===== src/rtl/mnep_pkg.sv =====
// mnep_pkg: shared types and constants for the midi note event parser
// no dependencies; imported by the channel interfaces and the top level

package mnep_pkg;

    localparam int unsigned BYTE_W    = 8;
    localparam int unsigned TIME_W    = 48;
    localparam int unsigned DATA_W    = 7;
    localparam int unsigned KIND_W    = 2;
    localparam int unsigned CHANNEL_W = 5;

    localparam logic [BYTE_W-1:0] REALTIME_FIRST = 8'hF8;
    localparam logic [3:0]        MSG_NOTE_OFF   = 4'h8;
    localparam logic [3:0]        MSG_NOTE_ON    = 4'h9;
    localparam logic [3:0]        MSG_CONTROL    = 4'hB;
    localparam logic [3:0]        MSG_PROGRAM    = 4'hC;
    localparam logic [3:0]        MSG_PRESSURE   = 4'hD;
    localparam logic [3:0]        MSG_SYSTEM     = 4'hF;

    localparam logic [DATA_W-1:0] SUSTAIN_CONTROLLER = 7'd64;
    localparam logic [DATA_W-1:0] SUSTAIN_THRESHOLD  = 7'd64;

    typedef enum logic [KIND_W-1:0] {
        KIND_NOTE_OFF    = 2'd0,
        KIND_NOTE_ON     = 2'd1,
        KIND_SUSTAIN_ON  = 2'd2,
        KIND_SUSTAIN_OFF = 2'd3
    } t_event_kind;

endpackage


===== src/rtl/mnep_if.sv =====
// mnep_midi_if and mnep_event_if: valid/ready channels for midi bytes and note events
// depends on mnep_pkg

interface mnep_midi_if;
    import mnep_pkg::*;

    logic              valid;
    logic              ready;
    logic [BYTE_W-1:0] midi_byte;
    logic [TIME_W-1:0] time_stamp;

    modport source (output valid, output midi_byte, output time_stamp, input ready);
    modport sink   (input valid, input midi_byte, input time_stamp, output ready);
endinterface

interface mnep_event_if;
    import mnep_pkg::*;

    logic                 valid;
    logic                 ready;
    logic [KIND_W-1:0]    event_kind;
    logic [DATA_W-1:0]    note_number;
    logic [DATA_W-1:0]    level;
    logic [TIME_W-1:0]    event_time;
    logic [CHANNEL_W-1:0] channel_number;

    modport source (
        output valid, output event_kind, output note_number, output level,
        output event_time, output channel_number, input ready
    );
    modport sink (
        input valid, input event_kind, input note_number, input level,
        input event_time, input channel_number, output ready
    );
endinterface


===== src/rtl/midi_note_event_parser_top.sv =====
// midi_note_event_parser_top: running-status midi parser emitting note and sustain events
// depends on mnep_pkg and the mnep_midi_if / mnep_event_if channels

// One midi byte with its timestamp enters per transaction, and a new byte can be taken in
// every cycle unless an unread event stalls the output. From the input register a byte
// updates the running status, the data byte count and the first data byte, and an event
// it completes is registered in the output register. Real-time bytes are dropped, system
// exclusive and system-common bytes clear the running status, and only note on, note off
// and sustain pedal (controller 64) messages produce an event; note on with velocity 0 is
// reported as note off. Level is the raw 7-bit velocity or pedal value, 0 for note off.

module midi_note_event_parser_top (
    input logic          i_clk,
    input logic          i_rst_n,
    mnep_midi_if.sink    i_midi,
    mnep_event_if.source o_event
);
    import mnep_pkg::*;

    logic                 r_in_valid;
    logic [BYTE_W-1:0]    r_in_byte;
    logic [TIME_W-1:0]    r_in_time;

    logic [BYTE_W-1:0]    r_status, n_status;
    logic [1:0]           r_count, n_count;
    logic [DATA_W-1:0]    r_first, n_first;

    logic                 r_out_valid;
    t_event_kind          r_out_kind, n_out_kind;
    logic [DATA_W-1:0]    r_out_note, n_out_note;
    logic [DATA_W-1:0]    r_out_level, n_out_level;
    logic [TIME_W-1:0]    r_out_time;
    logic [CHANNEL_W-1:0] r_out_channel;

    logic                 fire;
    logic                 event_hit;
    logic [3:0]           msg;
    logic [1:0]           needed;
    logic [1:0]           count_inc;
    logic [DATA_W-1:0]    second;
    logic                 note_off;

    assign fire          = r_in_valid && (!r_out_valid || o_event.ready);
    assign i_midi.ready  = !r_in_valid || fire;
    assign msg           = r_status[7:4];
    assign second        = r_in_byte[DATA_W-1:0];
    assign count_inc     = r_count + 2'd1;
    assign needed        = (msg == MSG_PROGRAM || msg == MSG_PRESSURE) ? 2'd1 : 2'd2;
    assign note_off      = (msg == MSG_NOTE_OFF) || (second == '0);

    always_comb begin
        n_status    = r_status;
        n_count     = r_count;
        n_first     = r_first;
        event_hit   = 1'b0;
        n_out_kind  = KIND_NOTE_OFF;
        n_out_note  = '0;
        n_out_level = '0;
        if (r_in_byte >= REALTIME_FIRST) begin
            n_status = r_status;
        end else if (r_in_byte[BYTE_W-1]) begin
            n_count  = '0;
            n_status = (r_in_byte[7:4] == MSG_SYSTEM) ? '0 : r_in_byte;
        end else if (r_status != '0) begin
            if (r_count == 2'd0) begin
                n_first = second;
            end
            if (count_inc < needed) begin
                n_count = count_inc;
            end else begin
                n_count = '0;
                if (msg == MSG_NOTE_OFF || msg == MSG_NOTE_ON) begin
                    event_hit   = 1'b1;
                    n_out_kind  = note_off ? KIND_NOTE_OFF : KIND_NOTE_ON;
                    n_out_note  = n_first;
                    n_out_level = note_off ? '0 : second;
                end else if (msg == MSG_CONTROL && n_first == SUSTAIN_CONTROLLER) begin
                    event_hit   = 1'b1;
                    n_out_kind  = (second >= SUSTAIN_THRESHOLD) ? KIND_SUSTAIN_ON
                                                                : KIND_SUSTAIN_OFF;
                    n_out_level = second;
                end
            end
        end
    end

    always_ff @(posedge i_clk) begin
        if (!i_rst_n) begin
            r_in_valid  <= 1'b0;
            r_out_valid <= 1'b0;
            r_status    <= '0;
            r_count     <= '0;
            r_first     <= '0;
        end else begin
            if (i_midi.ready) begin
                r_in_valid <= i_midi.valid;
            end
            if (fire) begin
                r_status <= n_status;
                r_count  <= n_count;
                r_first  <= n_first;
            end
            if (fire) begin
                r_out_valid <= event_hit;
            end else if (o_event.ready) begin
                r_out_valid <= 1'b0;
            end
        end
    end

    always_ff @(posedge i_clk) begin
        if (i_midi.valid && i_midi.ready) begin
            r_in_byte <= i_midi.midi_byte;
            r_in_time <= i_midi.time_stamp;
        end
        if (fire && event_hit) begin
            r_out_kind    <= n_out_kind;
            r_out_note    <= n_out_note;
            r_out_level   <= n_out_level;
            r_out_time    <= r_in_time;
            r_out_channel <= {1'b0, r_status[3:0]} + CHANNEL_W'(1);
        end
    end

    assign o_event.valid          = r_out_valid;
    assign o_event.event_kind     = r_out_kind;
    assign o_event.note_number    = r_out_note;
    assign o_event.level          = r_out_level;
    assign o_event.event_time     = r_out_time;
    assign o_event.channel_number = r_out_channel;

    a_count_bound: assert property (@(posedge i_clk) disable iff (!i_rst_n)
        r_count <= 2'd1)
        else $error("data byte count beyond one");

    a_no_status_no_count: assert property (@(posedge i_clk) disable iff (!i_rst_n)
        (r_status == '0) |-> (r_count == 2'd0))
        else $error("data count without running status");

    a_status_legal: assert property (@(posedge i_clk) disable iff (!i_rst_n)
        (r_status == '0) || (r_status[7] && r_status[7:4] != MSG_SYSTEM))
        else $error("illegal running status");

    a_event_from_data: assert property (@(posedge i_clk) disable iff (!i_rst_n)
        (fire && event_hit) |-> !r_in_byte[BYTE_W-1])
        else $error("event raised by a status byte");

    a_sustain_note_zero: assert property (@(posedge i_clk) disable iff (!i_rst_n)
        (r_out_valid && (r_out_kind == KIND_SUSTAIN_ON || r_out_kind == KIND_SUSTAIN_OFF))
        |-> (r_out_note == '0))
        else $error("sustain event carries a note number");

    a_stall_holds_event: assert property (@(posedge i_clk) disable iff (!i_rst_n)
        (r_out_valid && !o_event.ready) |=> (r_out_valid && $stable(r_out_time)))
        else $error("stalled event lost");

endmodule

===== src/flat_wrapper.sv =====
// flat-port wrapper written by rule: the top's interface ports become plain ports
module midi_note_event_parser_top_flat import mnep_pkg::*;
  (i_clk, i_rst_n, i_midi_valid, i_midi_midi_byte, i_midi_time_stamp, i_midi_ready, o_event_valid, o_event_event_kind, o_event_note_number, o_event_level, o_event_event_time, o_event_channel_number, o_event_ready);
  mnep_midi_if i_midi_i ();
  mnep_event_if o_event_i ();
  input logic i_clk;
  input logic i_rst_n;
  input wire logic [$bits(i_midi_i.valid)-1:0] i_midi_valid;
  input wire logic [$bits(i_midi_i.midi_byte)-1:0] i_midi_midi_byte;
  input wire logic [$bits(i_midi_i.time_stamp)-1:0] i_midi_time_stamp;
  output wire logic [$bits(i_midi_i.ready)-1:0] i_midi_ready;
  output wire logic [$bits(o_event_i.valid)-1:0] o_event_valid;
  output wire logic [$bits(o_event_i.event_kind)-1:0] o_event_event_kind;
  output wire logic [$bits(o_event_i.note_number)-1:0] o_event_note_number;
  output wire logic [$bits(o_event_i.level)-1:0] o_event_level;
  output wire logic [$bits(o_event_i.event_time)-1:0] o_event_event_time;
  output wire logic [$bits(o_event_i.channel_number)-1:0] o_event_channel_number;
  input wire logic [$bits(o_event_i.ready)-1:0] o_event_ready;
  assign i_midi_i.valid = i_midi_valid;
  assign i_midi_i.midi_byte = i_midi_midi_byte;
  assign i_midi_i.time_stamp = i_midi_time_stamp;
  assign i_midi_ready = i_midi_i.ready;
  assign o_event_valid = o_event_i.valid;
  assign o_event_event_kind = o_event_i.event_kind;
  assign o_event_note_number = o_event_i.note_number;
  assign o_event_level = o_event_i.level;
  assign o_event_event_time = o_event_i.event_time;
  assign o_event_channel_number = o_event_i.channel_number;
  assign o_event_i.ready = o_event_ready;
  midi_note_event_parser_top u_core (.i_clk(i_clk), .i_rst_n(i_rst_n), .i_midi(i_midi_i), .o_event(o_event_i));
endmodule

===== config.mk =====
export PLATFORM = sky130hd
export DESIGN_NAME = midi_note_event_parser_top_flat
export DESIGN_NICKNAME = d
export VERILOG_FILES = /design/src/rtl/mnep_pkg.sv /design/src/rtl/mnep_if.sv /design/src/rtl/midi_note_event_parser_top.sv /design/src/flat_wrapper.sv
export SDC_FILE = /design/constraint.sdc
export NUM_CORES = 1
export LEC_CHECK = 0
export BUFFER_PORTS_ARGS = -buffer_cell sky130_fd_sc_hd__buf_2
export CORE_ASPECT_RATIO = 1.5
export CORE_MARGIN = 10
export CORE_UTILIZATION = 47
export DETAILED_ROUTE_END_ITERATION = 12
export PLACE_DENSITY = 0.74
export SLEW_MARGIN = 15
export SYNTH_ARGS = -nofsm -noshare
export SYNTH_HDL_FRONTEND = slang
export SYNTH_SLANG_ARGS = --single-unit

===== constraint.sdc =====
create_clock -name i_clk -period 4.7 [get_ports i_clk]
set_input_delay 0.235 -clock i_clk [delete_from_list [all_inputs] [get_ports i_clk]]
set_output_delay 0.235 -clock i_clk [all_outputs]
set_load 0.005 [all_outputs]

==> results.ini <==
[placed_design]
gp_congestion=0.8674
portBuffers=130
dp_cells=537
dp.final_hpwl_mm=7.143

[sta]
period_needed_ns=3.022
post-route-period-util_pct=64.29
finalMaxSlewViolations=0
worstMarginPinSlew_ns=0.7231
setup_violations=0
hold_viol=0
whs_ns=0.01946
relSlewSlack_pct=51.79
final.setup.tns_ns=0
max_freq_mhz=330.9
fin_skew_ns=0.007892
rsz0062_at_grt=false

[logic_synthesis]
synth_area_per_cell_um2=18.75
synth.top_cell.area_share_pct=75.24
yosys.cell_count.top_type=edfxtp_1
mappedNetlistNets=330
synth_top_area_cell=edfxtp_1
synth-edff-count=125
synth.yosys.seq_area_share_pct=82.87
ys_types=48
yosys_register_bits=144
synth_cells=266
synthTopCellsByArea=edfxtp_1, dfxtp_1, a21oi_1, mux2i_1, nor3b_1
yosys-top-cells-count=edfxtp_1, dfxtp_1, a21oi_1, nor2_1, nand3_1
synth_area_um2=4989
synth-async-reset-ratio_pct=0
ys.flop_type=edfxtp_1
ys_warn_count=0

[cts]
ctsResizeCount=0
cts_buffer_depth=2
numClockSinks=144
cts_buffers=17
clkLatencyLatePin_ns=0.41
cts_tree=built
clock-root-buffer=clkbuf_16
clk_pin_slew_worst_paths_ns=0.06
htree_levels=4
postCtsSetupBuffers=0

[routing]
vias=3028
drt_iter0_markers=104
antenna_left=0
vias_per_cell=4.860
drt-pass1-iter-count=4
drt-wirelength-per-cell_um=17.80
drc_errors=0
postRouteWirelength_mm=11.09

[setup_path]
r2r-start=u_core.r_count[0]$_SDFFE_PN0P_
start_kind=register
crit_start=u_core.r_count[0]$_SDFFE_PN0P_
crit_type=register to register
critPathMaxFanout=48
slowest_delay_ns=0.60
crit_required_ns=4.78
path_cells=inv_1 > ha_1 > or4b_4 > o22ai_4 > a21oi_1 > nor2_4 > buf_12
worst_ep_arrival_time_ns=3.11
end_kind=register
cpMaxStageDelayCell=or4b_4

[final_layout]
diodes=0
n_fill_cell=748
finalNonFillerCells=623
fin_nets=530
area_growth_pct=38.83
drive_gt1_share_pct=37.37

[floorplanning]
design.die.area_um2=15220
die_x_um=104.1
start_util_pct=47.62
die_y_um=146.2
io-pin-count=131
core_area_um2=10480
std_cell_rows=46

[global_routing]
grt_first_pass_wirelength_mm=17.63
grt-ovfl-total=0
grt_max_degree=57
antenna_found_initial=0
grt_use_total_pct=14.78
grt_pass1_vias=3383

[pwr]
peakVddDrop_mv=0.3274
leakagePower_nw=2.585
power_density_nw_per_um2=405.5

[hold_path]
hp-start=i_midi_time_stamp[8]
worstHoldPathType=input port to register

[job]
drv_cap=0

[run_status]
status=finished, final reports clean

[layer usage]
layer	GRT usage [%]	share of wire [%]	wire [µm]	up-vias
li1	-	-	-	1445
met1	14.86	38	4200	1448
met2	26.75	54	5951	117
met3	6.388	6.5	719	18
met4	4.679	2.0	219	0
met5	0	0	0	-
[worst max-delay path, delay by kind of cell (launching register included)]
kind	cells	cell delay [ns]
AND/OR/NAND/NOR	2	1.11
adder cells (fa/ha/maj)	1	0.42
flip-flops	1	0.37
AO/OA/AOI/OAI	2	0.37
buffers and inverters	2	0.39
[registers in the layout, indices dropped and copies added (netlist names)]
register                       count
u_core.r_in_time                  48
u_core.o_event.note_number         7
u_core.o_event.valid               1
u_core.o_event.channel_number      5
u_core.r_in_valid                  1
u_core.r_in_byte                   8
u_core.r_first                     7
u_core.o_event.event_time         48
u_core.r_status                    8
u_core.o_event.event_kind          2
u_core.r_count                     2
u_core.o_event.level               7
[cell type report]
type                    count  area, µm²  share of cell area (%)
inverters                   8      30.03                  0.4336
clock buffers              17      425.4                   6.143
flip-flops and latches    144       4134                   59.69
clock inverters            15      140.1                   2.023
multi-input cells         109      797.0                   11.51
well taps                 144      180.2                   2.602
repair buffers            186       1219                   17.60
[final timing paths]
path,end,slack [ns],cells past startpoint
hold reg to reg,u_core.o_event.event_time[7]$_DFFE_PP_,0.42,0
hold / removal,u_core.r_in_time[8]$_DFFE_PP_,0.02,1
setup / recovery,u_core.o_event.event_time[19]$_DFFE_PP_,1.68,7
setup reg to reg,u_core.o_event.event_time[19]$_DFFE_PP_,1.68,7
[placed cells by master (no fill, tap or decap), types with 2 or more instances in the layout]
| cell type | n |
|---|---|
| clkinv_4 | 3 |
| dlygate4sd3_1 | 54 |
| a21oi_1 | 13 |
| nor3b_1 | 8 |
| a22o_1 | 6 |
| edfxtp_1 | 125 |
| nor3_1 | 2 |
| mux2i_1 | 6 |
| inv_8 | 5 |
| nand2_1 | 6 |
| clkbuf_16 | 17 |
| nand3_1 | 11 |
| o21ai_0 | 8 |
| inv_1 | 8 |
| inv_6 | 6 |
| ha_1 | 4 |
| nand4_1 | 2 |
| dfxtp_1 | 19 |
| nor2_1 | 12 |
| buf_2 | 130 |
[per-stage QoR]
step	power, mW	instance area (µm²)	util [%]	setup WS [ns]
6_report	2.808	6925	66.11	1.678
5_1_grt	2.903	6925	66.11	1.473
4_1_cts	2.829	6875	65.64	1.655
2_1_floorplan	1.499	4991	-	0.9839
3_3_place_gp	1.534	5819	55.55	1.785
3_5_place_dp	1.538	5819	55.55	1.668
[power breakdown]
group / internal [mW] / switching [mW]
logic: 0.0616 / 0.0448
registers: 1.42 / 0.0206
clock network: 0.704 / 0.556
total: 2.19 / 0.621
[logic make-up (layout without fill, tap and decap cells)]
logic type / count (synthesis) / in the layout / synth area share, %
adder cells (fa/ha/maj): 4 / 4 / 1.003
multiplexers: 6 / 6 / 1.204
AND/OR/NAND/NOR: 58 / 58 / 7.023
XOR/XNOR: 2 / 2 / 0.3512
buffers and inverters: 13 / 226 / 1.329
flip-flops: 144 / 144 / 82.87
AO/OA/AOI/OAI: 39 / 39 / 6.220
[what timing repair did]
item	in CTS	in global routing
setup endpoints to repair	0	0
hold buffers	49	5
hold endpoints to repair	49	5
Note: power is estimated with default switching activity, not from simulation.
